**src/rtl/gasp_pkg.sv**
```systemverilog
`default_nettype none

package gasp_pkg;

  localparam int FUNC_W   = 2;
  localparam int DIM_W    = 12;
  localparam int SEL_W    = 4;
  localparam int LIMIT_W  = 5;
  localparam int PAGE_W   = 4;
  localparam int ORIGIN_W = 11;
  localparam int EDGE_W   = 12;
  localparam int COORD_W  = 12;
  localparam int SUM_W    = 13;

  localparam logic [LIMIT_W-1:0] LIMIT_RESET = 5'd16;

  typedef enum logic [FUNC_W-1:0] {
    FUNC_PLACE = 2'd0,
    FUNC_READ  = 2'd1,
    FUNC_MARK  = 2'd2,
    FUNC_NONE  = 2'd3
  } func_t;

  typedef struct packed {
    logic latch;
    logic search;
    logic open;
    logic commit;
    logic read;
    logic mark;
    logic emit;
  } cmd_t;

  typedef struct packed {
    func_t func;
    logic  oversize;
    logic  hit;
    logic  last;
    logic  open_ok;
    logic  out_busy;
  } stat_t;

endpackage

`default_nettype wire

```
**src/rtl/gasp_req_if.sv**
```systemverilog
`default_nettype none

interface gasp_req_if;
  import gasp_pkg::*;

  logic               valid;
  logic               ready;
  logic [FUNC_W-1:0]  func;
  logic [DIM_W-1:0]   glyph_width;
  logic [DIM_W-1:0]   glyph_height;
  logic [SEL_W-1:0]   page_select;

  modport source (
    output valid, func, glyph_width, glyph_height, page_select,
    input  ready
  );

  modport sink (
    input  valid, func, glyph_width, glyph_height, page_select,
    output ready
  );
endinterface

`default_nettype wire

```
**src/rtl/gasp_rsp_if.sv**
```systemverilog
`default_nettype none

interface gasp_rsp_if;
  import gasp_pkg::*;

  logic                valid;
  logic                ready;
  logic                ok;
  logic [PAGE_W-1:0]   page_index;
  logic [ORIGIN_W-1:0] origin_x;
  logic [ORIGIN_W-1:0] origin_y;
  logic                dirty_valid;
  logic [EDGE_W-1:0]   dirty_left;
  logic [EDGE_W-1:0]   dirty_top;
  logic [EDGE_W-1:0]   dirty_right;
  logic [EDGE_W-1:0]   dirty_bottom;

  modport source (
    output valid, ok, page_index, origin_x, origin_y, dirty_valid,
           dirty_left, dirty_top, dirty_right, dirty_bottom,
    input  ready
  );

  modport sink (
    input  valid, ok, page_index, origin_x, origin_y, dirty_valid,
           dirty_left, dirty_top, dirty_right, dirty_bottom,
    output ready
  );
endinterface

`default_nettype wire

```
**src/rtl/gasp_ctrl.sv**
```systemverilog
`default_nettype none

module gasp_ctrl (
  input  logic            clk,
  input  logic            rst,
  input  logic            in_valid,
  output logic            in_ready,
  input  gasp_pkg::stat_t stat,
  output gasp_pkg::cmd_t  cmd
);
  import gasp_pkg::*;

  typedef enum logic [2:0] {
    S_IDLE,
    S_DECODE,
    S_SEARCH,
    S_OPEN,
    S_COMMIT,
    S_READ,
    S_MARK,
    S_EMIT
  } state_t;

  state_t state;
  state_t state_next;

  always_comb begin
    cmd        = '0;
    state_next = state;
    case (state)
      S_IDLE: begin
        if (in_valid) begin
          cmd.latch  = 1'b1;
          state_next = S_DECODE;
        end
      end
      S_DECODE: begin
        case (stat.func)
          FUNC_PLACE: state_next = stat.oversize ? S_EMIT : S_SEARCH;
          FUNC_READ:  state_next = S_READ;
          FUNC_MARK:  state_next = S_MARK;
          default:    state_next = S_EMIT;
        endcase
      end
      S_SEARCH: begin
        cmd.search = 1'b1;
        if (stat.hit) begin
          state_next = S_COMMIT;
        end else if (stat.last) begin
          state_next = S_OPEN;
        end
      end
      S_OPEN: begin
        cmd.open   = 1'b1;
        state_next = stat.open_ok ? S_COMMIT : S_EMIT;
      end
      S_COMMIT: begin
        cmd.commit = 1'b1;
        state_next = S_EMIT;
      end
      S_READ: begin
        cmd.read   = 1'b1;
        state_next = S_EMIT;
      end
      S_MARK: begin
        cmd.mark = 1'b1;
        if (stat.last) begin
          state_next = S_EMIT;
        end
      end
      S_EMIT: begin
        if (!stat.out_busy) begin
          cmd.emit   = 1'b1;
          state_next = S_IDLE;
        end
      end
      default: state_next = S_IDLE;
    endcase
  end

  always_ff @(posedge clk) begin
    if (rst) begin
      state    <= S_IDLE;
      in_ready <= 1'b1;
    end else begin
      state    <= state_next;
      in_ready <= (state_next == S_IDLE);
    end
  end

endmodule

`default_nettype wire

```
**src/rtl/gasp_dp.sv**
```systemverilog
`default_nettype none

module gasp_dp #(
  parameter int PAGE_SIZE = 2048,
  parameter int MAX_PAGES = 16
) (
  input  logic                            clk,
  input  logic                            rst,
  input  logic                            cfg_wr_en,
  input  logic [gasp_pkg::LIMIT_W-1:0]    cfg_wr_data,
  input  logic [gasp_pkg::FUNC_W-1:0]     in_func,
  input  logic [gasp_pkg::DIM_W-1:0]      in_width,
  input  logic [gasp_pkg::DIM_W-1:0]      in_height,
  input  logic [gasp_pkg::SEL_W-1:0]      in_select,
  input  gasp_pkg::cmd_t                  cmd,
  output gasp_pkg::stat_t                 stat,
  input  logic                            out_ready,
  output logic                            out_valid,
  output logic                            out_ok,
  output logic [gasp_pkg::PAGE_W-1:0]     out_page,
  output logic [gasp_pkg::ORIGIN_W-1:0]   out_x,
  output logic [gasp_pkg::ORIGIN_W-1:0]   out_y,
  output logic                            out_dirty,
  output logic [gasp_pkg::EDGE_W-1:0]     out_left,
  output logic [gasp_pkg::EDGE_W-1:0]     out_top,
  output logic [gasp_pkg::EDGE_W-1:0]     out_right,
  output logic [gasp_pkg::EDGE_W-1:0]     out_bottom
);
  import gasp_pkg::*;

  localparam int NPAGES = (MAX_PAGES < (1 << PAGE_W)) ? MAX_PAGES : (1 << PAGE_W);
  localparam int IW     = (NPAGES > 1) ? $clog2(NPAGES) : 1;
  localparam int CNTW   = $clog2(NPAGES + 1);
  localparam int SELCW  = SEL_W + CNTW;

  localparam logic [SUM_W-1:0]   FIT_LIM    = SUM_W'(PAGE_SIZE - 1);
  localparam logic [SUM_W-1:0]   DIM_MAX    = SUM_W'(PAGE_SIZE - 2);
  localparam logic [SUM_W-1:0]   RIGHT_FULL = SUM_W'(PAGE_SIZE);
  localparam logic [SUM_W-1:0]   ONE        = SUM_W'(1);
  localparam logic [SUM_W-1:0]   EDGE_MAX   = SUM_W'((1 << EDGE_W) - 1);
  localparam logic [LIMIT_W-1:0] NPAGES_L   = LIMIT_W'(NPAGES);

  logic [LIMIT_W-1:0] page_limit;
  logic [CNTW-1:0]    pages_open;
  logic [CNTW-1:0]    p;
  func_t              func;
  logic [DIM_W-1:0]   w;
  logic [DIM_W-1:0]   h;
  logic [SEL_W-1:0]   sel;
  logic [COORD_W-1:0] x;
  logic [COORD_W-1:0] y;

  logic [COORD_W-1:0] pen_col   [NPAGES];
  logic [COORD_W-1:0] pen_row   [NPAGES];
  logic [COORD_W-1:0] shelf     [NPAGES];
  logic               flag      [NPAGES];
  logic [COORD_W-1:0] rect_left [NPAGES];
  logic [COORD_W-1:0] rect_top  [NPAGES];
  logic [SUM_W-1:0]   rect_right[NPAGES];
  logic [COORD_W-1:0] rect_bot  [NPAGES];

  logic                res_ok;
  logic [PAGE_W-1:0]   res_page;
  logic [ORIGIN_W-1:0] res_x;
  logic [ORIGIN_W-1:0] res_y;
  logic                res_dirty;
  logic [EDGE_W-1:0]   res_left;
  logic [EDGE_W-1:0]   res_top;
  logic [EDGE_W-1:0]   res_right;
  logic [EDGE_W-1:0]   res_bottom;

  logic [IW-1:0]      idx;
  logic [COORD_W-1:0] cur_pc;
  logic [COORD_W-1:0] cur_pr;
  logic [COORD_W-1:0] cur_sb;
  logic               cur_flag;
  logic [SUM_W-1:0]   w_ext;
  logic [SUM_W-1:0]   h_ext;
  logic [SUM_W-1:0]   sb1;
  logic [SUM_W-1:0]   ny;
  logic               fit1;
  logic               fit2;
  logic               w_fit;
  logic               fit11;
  logic [LIMIT_W-1:0] cap_l;
  logic [CNTW-1:0]    cap;
  logic               room;
  logic [CNTW:0]      p_inc;
  logic               last;
  logic               sel_ok;
  logic [SUM_W-1:0]   xw1;
  logic [SUM_W-1:0]   yh;
  logic [SUM_W-1:0]   yh1;
  logic [COORD_W-1:0] x_m1;
  logic [COORD_W-1:0] y_m1;
  logic [COORD_W-1:0] new_left;
  logic [COORD_W-1:0] new_top;
  logic [SUM_W-1:0]   new_right;
  logic [COORD_W-1:0] new_bot;
  logic [SUM_W-1:0]   shelf_new;

  always_comb begin
    idx      = cmd.read ? sel[IW-1:0] : p[IW-1:0];
    cur_pc   = pen_col[idx];
    cur_pr   = pen_row[idx];
    cur_sb   = shelf[idx];
    cur_flag = flag[idx];

    w_ext = {1'b0, w};
    h_ext = {1'b0, h};
    fit1  = ({1'b0, cur_pc} + w_ext < FIT_LIM) && ({1'b0, cur_pr} + h_ext < FIT_LIM);
    sb1   = {1'b0, cur_sb} + ONE;
    ny    = ({1'b0, cur_pr} > sb1) ? {1'b0, cur_pr} : sb1;
    w_fit = (w_ext + ONE < FIT_LIM);
    fit2  = w_fit && (ny + h_ext < FIT_LIM);
    fit11 = w_fit && (h_ext + ONE < FIT_LIM);

    cap_l  = (page_limit < NPAGES_L) ? page_limit : NPAGES_L;
    cap    = CNTW'(cap_l);
    room   = (pages_open < cap);
    p_inc  = {1'b0, p} + (CNTW + 1)'(1);
    last   = (p_inc >= {1'b0, pages_open});
    sel_ok = (SELCW'(sel) < SELCW'(pages_open));

    xw1  = {1'b0, x} + w_ext + ONE;
    yh   = {1'b0, y} + h_ext;
    yh1  = yh + ONE;
    x_m1 = x - COORD_W'(1);
    y_m1 = y - COORD_W'(1);

    if (cur_flag) begin
      new_left  = (rect_left[idx] < x_m1) ? rect_left[idx] : x_m1;
      new_top   = (rect_top[idx] < y_m1) ? rect_top[idx] : y_m1;
      new_right = (rect_right[idx] > xw1) ? rect_right[idx] : xw1;
      new_bot   = ({1'b0, rect_bot[idx]} > yh1) ? rect_bot[idx] : yh1[COORD_W-1:0];
    end else begin
      new_left  = x_m1;
      new_top   = y_m1;
      new_right = xw1;
      new_bot   = yh1[COORD_W-1:0];
    end
    shelf_new = ({1'b0, cur_sb} > yh) ? {1'b0, cur_sb} : yh;

    stat.func     = func;
    stat.oversize = (w_ext > DIM_MAX) || (h_ext > DIM_MAX);
    stat.hit      = fit1 || fit2;
    stat.last     = last;
    stat.open_ok  = room && fit11;
    stat.out_busy = out_valid && !out_ready;
  end

  always_ff @(posedge clk) begin
    if (rst) begin
      page_limit <= LIMIT_RESET;
      pages_open <= CNTW'(1);
      out_valid  <= 1'b0;
      for (int i = 0; i < NPAGES; i++) begin
        pen_col[i] <= COORD_W'(1);
        pen_row[i] <= COORD_W'(1);
        shelf[i]   <= '0;
        flag[i]    <= 1'b0;
      end
    end else begin
      if (cfg_wr_en) begin
        page_limit <= cfg_wr_data;
      end
      if (cmd.open && room) begin
        pages_open <= fit11 ? pages_open + CNTW'(1) : cap;
      end
      if (cmd.commit) begin
        pen_col[idx] <= xw1[COORD_W-1:0];
        pen_row[idx] <= y;
        shelf[idx]   <= shelf_new[COORD_W-1:0];
        flag[idx]    <= 1'b1;
      end
      if (cmd.read && sel_ok) begin
        flag[idx] <= 1'b0;
      end
      if (cmd.mark) begin
        flag[idx] <= 1'b1;
      end
      if (cmd.emit) begin
        out_valid <= 1'b1;
      end else if (out_ready) begin
        out_valid <= 1'b0;
      end
    end
  end

  always_ff @(posedge clk) begin
    if (cmd.latch) begin
      func       <= func_t'(in_func);
      w          <= in_width;
      h          <= in_height;
      sel        <= in_select;
      p          <= '0;
      res_ok     <= 1'b0;
      res_page   <= '0;
      res_x      <= '0;
      res_y      <= '0;
      res_dirty  <= 1'b0;
      res_left   <= '0;
      res_top    <= '0;
      res_right  <= '0;
      res_bottom <= '0;
    end
    if (cmd.search) begin
      if (fit1 || fit2) begin
        x <= fit1 ? cur_pc : COORD_W'(1);
        y <= fit1 ? cur_pr : ny[COORD_W-1:0];
      end else begin
        p <= p_inc[CNTW-1:0];
      end
    end
    if (cmd.open && room && fit11) begin
      p <= pages_open;
      x <= COORD_W'(1);
      y <= COORD_W'(1);
    end
    if (cmd.commit) begin
      rect_left[idx]  <= new_left;
      rect_top[idx]   <= new_top;
      rect_right[idx] <= new_right;
      rect_bot[idx]   <= new_bot;
      res_ok          <= 1'b1;
      res_page        <= PAGE_W'(p);
      res_x           <= x[ORIGIN_W-1:0];
      res_y           <= y[ORIGIN_W-1:0];
    end
    if (cmd.read) begin
      res_ok <= sel_ok;
      if (sel_ok && cur_flag) begin
        res_dirty  <= 1'b1;
        res_left   <= rect_left[idx];
        res_top    <= rect_top[idx];
        res_right  <= (rect_right[idx] > EDGE_MAX) ? EDGE_MAX[EDGE_W-1:0]
                                                   : rect_right[idx][EDGE_W-1:0];
        res_bottom <= rect_bot[idx];
      end
    end
    if (cmd.mark) begin
      rect_left[idx]  <= '0;
      rect_top[idx]   <= '0;
      rect_right[idx] <= RIGHT_FULL;
      rect_bot[idx]   <= sb1[COORD_W-1:0];
      res_ok          <= 1'b1;
      if (!last) begin
        p <= p_inc[CNTW-1:0];
      end
    end
    if (cmd.emit) begin
      out_ok     <= res_ok;
      out_page   <= res_page;
      out_x      <= res_x;
      out_y      <= res_y;
      out_dirty  <= res_dirty;
      out_left   <= res_left;
      out_top    <= res_top;
      out_right  <= res_right;
      out_bottom <= res_bottom;
    end
  end

endmodule

`default_nettype wire

```
**src/rtl/glyph_atlas_shelf_packer.sv**
```systemverilog
// Shelf allocator for square glyph atlas pages with a one-pixel gutter.
// Requests arrive on the req channel and each one yields exactly one result
// transfer on the rsp channel, in order. The user must write the page limit
// register through cfg_wr_en and cfg_wr_data only while the block is idle;
// the block itself does not enforce this. A place request searches the
// open pages one per cycle, starting at page 0. The first page that fits
// takes the glyph; when none fits, a new page is opened if the page limit
// allows and the glyph fits an empty page, and otherwise the place fails.
// A read-and-clear request reads and clears the selected page's dirty
// rectangle, a mark-all request marks every open page dirty, and an
// oversized glyph or unused code goes straight to the result.
// One request is in work at a time; req.ready rises at the same clock edge
// at which the result is loaded into the output register.
// Reset leaves one page open and empty, every page clean and a page limit
// of 16. When the receiver stalls, the result holds in the output register
// while the next request is still taken and worked on; that request then
// waits for the output register before its own result is loaded.
`default_nettype none

module glyph_atlas_shelf_packer #(
  parameter int PAGE_SIZE = 2048,
  parameter int MAX_PAGES = 16
) (
  input  logic                         clk,
  input  logic                         rst,
  gasp_req_if.sink                     req,
  gasp_rsp_if.source                   rsp,
  input  logic                         cfg_wr_en,
  input  logic [gasp_pkg::LIMIT_W-1:0] cfg_wr_data
);
  import gasp_pkg::*;

  cmd_t  cmd;
  stat_t stat;

  gasp_ctrl u_ctrl (
    .clk      (clk),
    .rst      (rst),
    .in_valid (req.valid),
    .in_ready (req.ready),
    .stat     (stat),
    .cmd      (cmd)
  );

  gasp_dp #(
    .PAGE_SIZE (PAGE_SIZE),
    .MAX_PAGES (MAX_PAGES)
  ) u_dp (
    .clk         (clk),
    .rst         (rst),
    .cfg_wr_en   (cfg_wr_en),
    .cfg_wr_data (cfg_wr_data),
    .in_func     (req.func),
    .in_width    (req.glyph_width),
    .in_height   (req.glyph_height),
    .in_select   (req.page_select),
    .cmd         (cmd),
    .stat        (stat),
    .out_ready   (rsp.ready),
    .out_valid   (rsp.valid),
    .out_ok      (rsp.ok),
    .out_page    (rsp.page_index),
    .out_x       (rsp.origin_x),
    .out_y       (rsp.origin_y),
    .out_dirty   (rsp.dirty_valid),
    .out_left    (rsp.dirty_left),
    .out_top     (rsp.dirty_top),
    .out_right   (rsp.dirty_right),
    .out_bottom  (rsp.dirty_bottom)
  );

endmodule

`default_nettype wire
```
**src/flat_wrapper.sv**
```systemverilog
// flat-port wrapper written by rule: the top's interface ports become plain ports
module glyph_atlas_shelf_packer_flat import gasp_pkg::*;
#(
  parameter int PAGE_SIZE = 2048,
  parameter int MAX_PAGES = 16
)
  (clk, rst, cfg_wr_en, cfg_wr_data, req_valid, req_func, req_glyph_width, req_glyph_height, req_page_select, req_ready, rsp_valid, rsp_ok, rsp_page_index, rsp_origin_x, rsp_origin_y, rsp_dirty_valid, rsp_dirty_left, rsp_dirty_top, rsp_dirty_right, rsp_dirty_bottom, rsp_ready);
  gasp_req_if req_i ();
  gasp_rsp_if rsp_i ();
  input  logic clk;
  input  logic rst;
  input  logic cfg_wr_en;
  input  logic [gasp_pkg::LIMIT_W-1:0] cfg_wr_data;
  input wire logic [$bits(req_i.valid)-1:0] req_valid;
  input wire logic [$bits(req_i.func)-1:0] req_func;
  input wire logic [$bits(req_i.glyph_width)-1:0] req_glyph_width;
  input wire logic [$bits(req_i.glyph_height)-1:0] req_glyph_height;
  input wire logic [$bits(req_i.page_select)-1:0] req_page_select;
  output wire logic [$bits(req_i.ready)-1:0] req_ready;
  output wire logic [$bits(rsp_i.valid)-1:0] rsp_valid;
  output wire logic [$bits(rsp_i.ok)-1:0] rsp_ok;
  output wire logic [$bits(rsp_i.page_index)-1:0] rsp_page_index;
  output wire logic [$bits(rsp_i.origin_x)-1:0] rsp_origin_x;
  output wire logic [$bits(rsp_i.origin_y)-1:0] rsp_origin_y;
  output wire logic [$bits(rsp_i.dirty_valid)-1:0] rsp_dirty_valid;
  output wire logic [$bits(rsp_i.dirty_left)-1:0] rsp_dirty_left;
  output wire logic [$bits(rsp_i.dirty_top)-1:0] rsp_dirty_top;
  output wire logic [$bits(rsp_i.dirty_right)-1:0] rsp_dirty_right;
  output wire logic [$bits(rsp_i.dirty_bottom)-1:0] rsp_dirty_bottom;
  input wire logic [$bits(rsp_i.ready)-1:0] rsp_ready;
  assign req_i.valid = req_valid;
  assign req_i.func = req_func;
  assign req_i.glyph_width = req_glyph_width;
  assign req_i.glyph_height = req_glyph_height;
  assign req_i.page_select = req_page_select;
  assign req_ready = req_i.ready;
  assign rsp_valid = rsp_i.valid;
  assign rsp_ok = rsp_i.ok;
  assign rsp_page_index = rsp_i.page_index;
  assign rsp_origin_x = rsp_i.origin_x;
  assign rsp_origin_y = rsp_i.origin_y;
  assign rsp_dirty_valid = rsp_i.dirty_valid;
  assign rsp_dirty_left = rsp_i.dirty_left;
  assign rsp_dirty_top = rsp_i.dirty_top;
  assign rsp_dirty_right = rsp_i.dirty_right;
  assign rsp_dirty_bottom = rsp_i.dirty_bottom;
  assign rsp_i.ready = rsp_ready;
  glyph_atlas_shelf_packer #(.PAGE_SIZE(PAGE_SIZE), .MAX_PAGES(MAX_PAGES)) u_core (.clk(clk), .rst(rst), .req(req_i), .rsp(rsp_i), .cfg_wr_en(cfg_wr_en), .cfg_wr_data(cfg_wr_data));
endmodule
```
**config.mk**
```make
export PLATFORM = sky130hd
export DESIGN_NAME = glyph_atlas_shelf_packer_flat
export DESIGN_NICKNAME = d
export VERILOG_FILES = /design/src/rtl/gasp_pkg.sv /design/src/rtl/gasp_req_if.sv /design/src/rtl/gasp_rsp_if.sv /design/src/rtl/gasp_ctrl.sv /design/src/rtl/gasp_dp.sv /design/src/rtl/glyph_atlas_shelf_packer.sv /design/src/flat_wrapper.sv
export SDC_FILE = /design/constraint.sdc
export NUM_CORES = 2
export LEC_CHECK = 0
export BUFFER_PORTS_ARGS = -buffer_cell sky130_fd_sc_hd__clkbuf_2
export CORE_AREA = 5 5 389 391
export DETAILED_ROUTE_END_ITERATION = 16
export DIE_AREA = 0 0 394 396
export PLACE_DENSITY_LB_ADDON = 0.08
export SLEW_MARGIN = 20
export SYNTH_ARGS = -nofsm -noshare
export SYNTH_HDL_FRONTEND = slang
export SYNTH_SLANG_ARGS = --single-unit
```
**constraint.sdc**
```tcl
create_clock -name clk -period 10.25 [get_ports clk]
set_clock_uncertainty 0.2 [all_clocks]
set_input_delay 0.5125 -clock clk [delete_from_list [all_inputs] [get_ports clk]]
set_output_delay 0.5125 -clock clk [all_outputs]
set_load 0.01 [all_outputs]
```
==> reports/qor.txt <==
Max frequency - 0.104 GHz
CP max FO - 17
Post-CTS resize count - 0
CP peak stage delay - 0.78 ns
Slew Limit Fails - 0
Most common cell after layout, fill and taps aside - edfxtp_1
Worst skew pair latency - 0.82 ns
Final period utilization - 93.7%
H-tree depth - 4
Leakage Power - 30.2 nW
Most used cell, CP - a21oi_1
Non-Filler Instances - 8504
Final instance area - 82100 um^2
Largest net degree at the start of global routing - 158
First-pass GRT wire length - 343000 um
Antenna violations before repair - 9
CTS Hold Bufs - 42
Std cell rows - 141
Post-DP Area - 76200 um^2
Ys async rst share - 0%
Number of remaining DRC errors - 0
Fin Setup TNS - 0 ns
Via density - 6.18
Synth-to-layout area growth - 12.3%
Max cap viols - 0
Critical Path Source Type - flip-flop
Post-Syn Area per Cell - 11.5 um^2
Tmin final - 9.60 ns
Final hold violation count - 0
RSZ-0062 raised after global routing - no
#FFs+latches synth - 1602
Crit. End Element - flip-flop
Inst Count DP - 8149
EDFF count, synth - 1508
Critical Path AT - 10.07 ns
Post-Syn Nets - 6584
I/O Pins - 118
TritonCTS Sinks - 1602
Status - completed
Post-synthesis sequential area ratio - 64.5%
Total wire length - 236000 um
Chip width - 394 um
Die area - 156000 um^2
Peak supply drop - 0.206 mV
Yosys warning count - 0
Dominant synthesized flop cell - edfxtp_1
FILL cells - 12307
Setup violators final - 0
RD Place Congestion - 0.949
Least-Margin Pin Slew - 1.30 ns
GR Util All Layers - 29.6%
Commonest cells after routing, fill and taps aside - edfxtp_1 (1508), nand2_1 (1428), nand3_1 (633)
HP Class - in2reg
Vias - 52537
Vias in the first global route - 49597
Max-slew headroom - 13.2%
Initial Util - 49.7%
Final HPWL DP - 138000 um
Cells after Synth - 6384
CP required - 10.72 ns
Worst-path clk slew - 0.06 ns
Die H - 396 um
CTS tree - built
Core area - 147000 um^2
DR iter-0 viols - 6415
Layout Nets - 6635
Total gr overflow - 0
Post-CTS Repair Setup Buffers - 0
Total CTS buffers - 172
Yosys cell types - 86
Port Buffer Count - 117
Slowest cell on the critical path - and3b_1
Layout cells sized above 1 - 11.3%
Crit path kind - reg2reg
Power density over the cells - 243 nW/um^2
Reg2reg setup slack - 0.65 ns
WL/cell - 27.8 um
Clock buffer depth - 3
Cell Area, Synth - 73100 um^2
DRT Pass-1 Iters - 6
Root Buffer - clkbuf_16
DRT antenna net count - 0
[worst paths after layout]
kind	start	to	cells after the start
worst max-delay path	u_core.u_ctrl.state[0]$_SDFF_PP0_	u_core.u_dp.y[0]$_SDFFE_PP1P_	32
worst min-delay path	rst	u_core.u_dp.page_limit[0]$_SDFFE_PP0P_	2
worst min register to register	u_core.u_dp.res_x[8]$_SDFFCE_PN0P_	u_core.u_dp.out_x[8]$_DFFE_PP_	0
worst max register to register	u_core.u_ctrl.state[0]$_SDFF_PP0_	u_core.u_dp.y[0]$_SDFFE_PP1P_	32
[per-stage QoR]
stage / total power [W] / setup slack [ns] / hold WS, ns / utilization, %
after global routing: 0.0207 / 0.0437 / 0.157 / 55.8
after floorplan: 0.0118 / 1.77 / 0.200 / -
final: 0.0199 / 0.650 / 0.161 / 55.8
after global placement: 0.0139 / 0.914 / 0.201 / 51.8
after detailed placement: 0.0139 / 0.888 / 0.205 / 51.8
after CTS: 0.0199 / 0.839 / 0.105 / 55.7
[worst max-delay path, delay by kind of cell, from the launching register on]
family	cells	cell delay, ns
AO/OA/AOI/OAI	13	2.58
XOR/XNOR	2	0.31
adder cells (fa/ha/maj)	4	1.35
buffers and inverters	3	0.79
flip-flops	1	0.67
multiplexers	1	0.34
AND/OR/NAND/NOR	9	3.16
[synth_stat cells, types with 6 or more instances]
| library cell | instances | area (um^2) |
|---|---|---|
| a2111oi_0 | 7 | 61.3 |
| a211oi_1 | 53 | 398 |
| a21o_1 | 31 | 233 |
| a21oi_1 | 92 | 460 |
| a22oi_1 | 15 | 113 |
| a311oi_1 | 161 | 1410 |
| a31oi_1 | 89 | 557 |
| and2_1 | 6 | 37.5 |
| and3_1 | 259 | 1620 |
| buf_1 | 52 | 195 |
| buf_2 | 30 | 150 |
| buf_4 | 9 | 67.6 |
| buf_6 | 7 | 78.8 |
| clkbuf_1 | 376 | 1410 |
| dfxtp_1 | 94 | 1880 |
| edfxtp_1 | 1508 | 45300 |
| ha_1 | 155 | 1940 |
| inv_1 | 106 | 398 |
| mux2_1 | 6 | 67.6 |
| mux2_2 | 6 | 67.6 |
| mux2i_1 | 69 | 691 |
| mux4_2 | 64 | 1440 |
| nand2_1 | 1461 | 5480 |
| nand2b_1 | 21 | 131 |
| nand3_1 | 633 | 3170 |
| nand4_1 | 20 | 125 |
| nor2_1 | 554 | 2080 |
| nor2b_1 | 30 | 188 |
| nor3_1 | 43 | 215 |
| nor3b_1 | 6 | 45.0 |
| nor4_1 | 13 | 81.3 |
| o2111ai_1 | 7 | 61.3 |
| o21a_1 | 28 | 210 |
| o21ai_0 | 121 | 606 |
| o21ai_1 | 13 | 65.1 |
| o21bai_1 | 7 | 52.6 |
| o22ai_1 | 9 | 56.3 |
| or2_2 | 26 | 163 |
| or3_1 | 11 | 68.8 |
| xnor2_1 | 61 | 534 |
| xor2_1 | 21 | 184 |
[report_power, final]
part           switching [W]  internal, W  leakage, nW
clock                0.00263      0.00336         2.60
sequential          0.000212      0.00846         15.1
combinational        0.00377      0.00149         12.6
total                0.00661       0.0133         30.2
[cell type report]
cell class,count,area (um^2),area share (%)
Timing Repair Buffer,351,2580,3.15
Antenna cell,2,5.00,0.00610
Tap cell,1930,2410,2.94
Multi-Input combinational cell,4194,24100,29.4
Clock inverter,85,805,0.980
Sequential cell,1602,47200,57.5
Inverter,114,428,0.521
Clock buffer,226,4570,5.57
[routing by layer]
metal	track usage, %	vias up	routed length, um
li1	-	23233	-
met1	43.9	26060	101000
met2	44.0	2744	103000
met3	5.83	500	24400
met4	9.98	0	8420
met5	0	-	0
[cells by family (layout without fill, tap and decap cells)]
group	count (synthesis)	after routing	synth area share, %
AO/OA/AOI/OAI	692	692	6.62
XOR/XNOR	83	83	1.02
adder cells (fa/ha/maj)	161	161	2.80
buffers and inverters	588	776	3.19
flip-flops	1602	1602	64.5
multiplexers	147	147	3.16
other	0	2	0
AND/OR/NAND/NOR	3111	3111	18.7
[registers in the layout (all words and copies together) (netlist names), 16 cells and up]
signal / cells
u_core.u_dp.pen_col: 192
u_core.u_dp.rect_left: 192
u_core.u_dp.shelf: 192
u_core.u_dp.rect_right: 208
u_core.u_dp.rect_bot: 192
u_core.u_dp.pen_row: 192
u_core.u_dp.flag: 16
u_core.u_dp.rect_top: 192
Note: power is estimated with default switching activity, not from simulation.
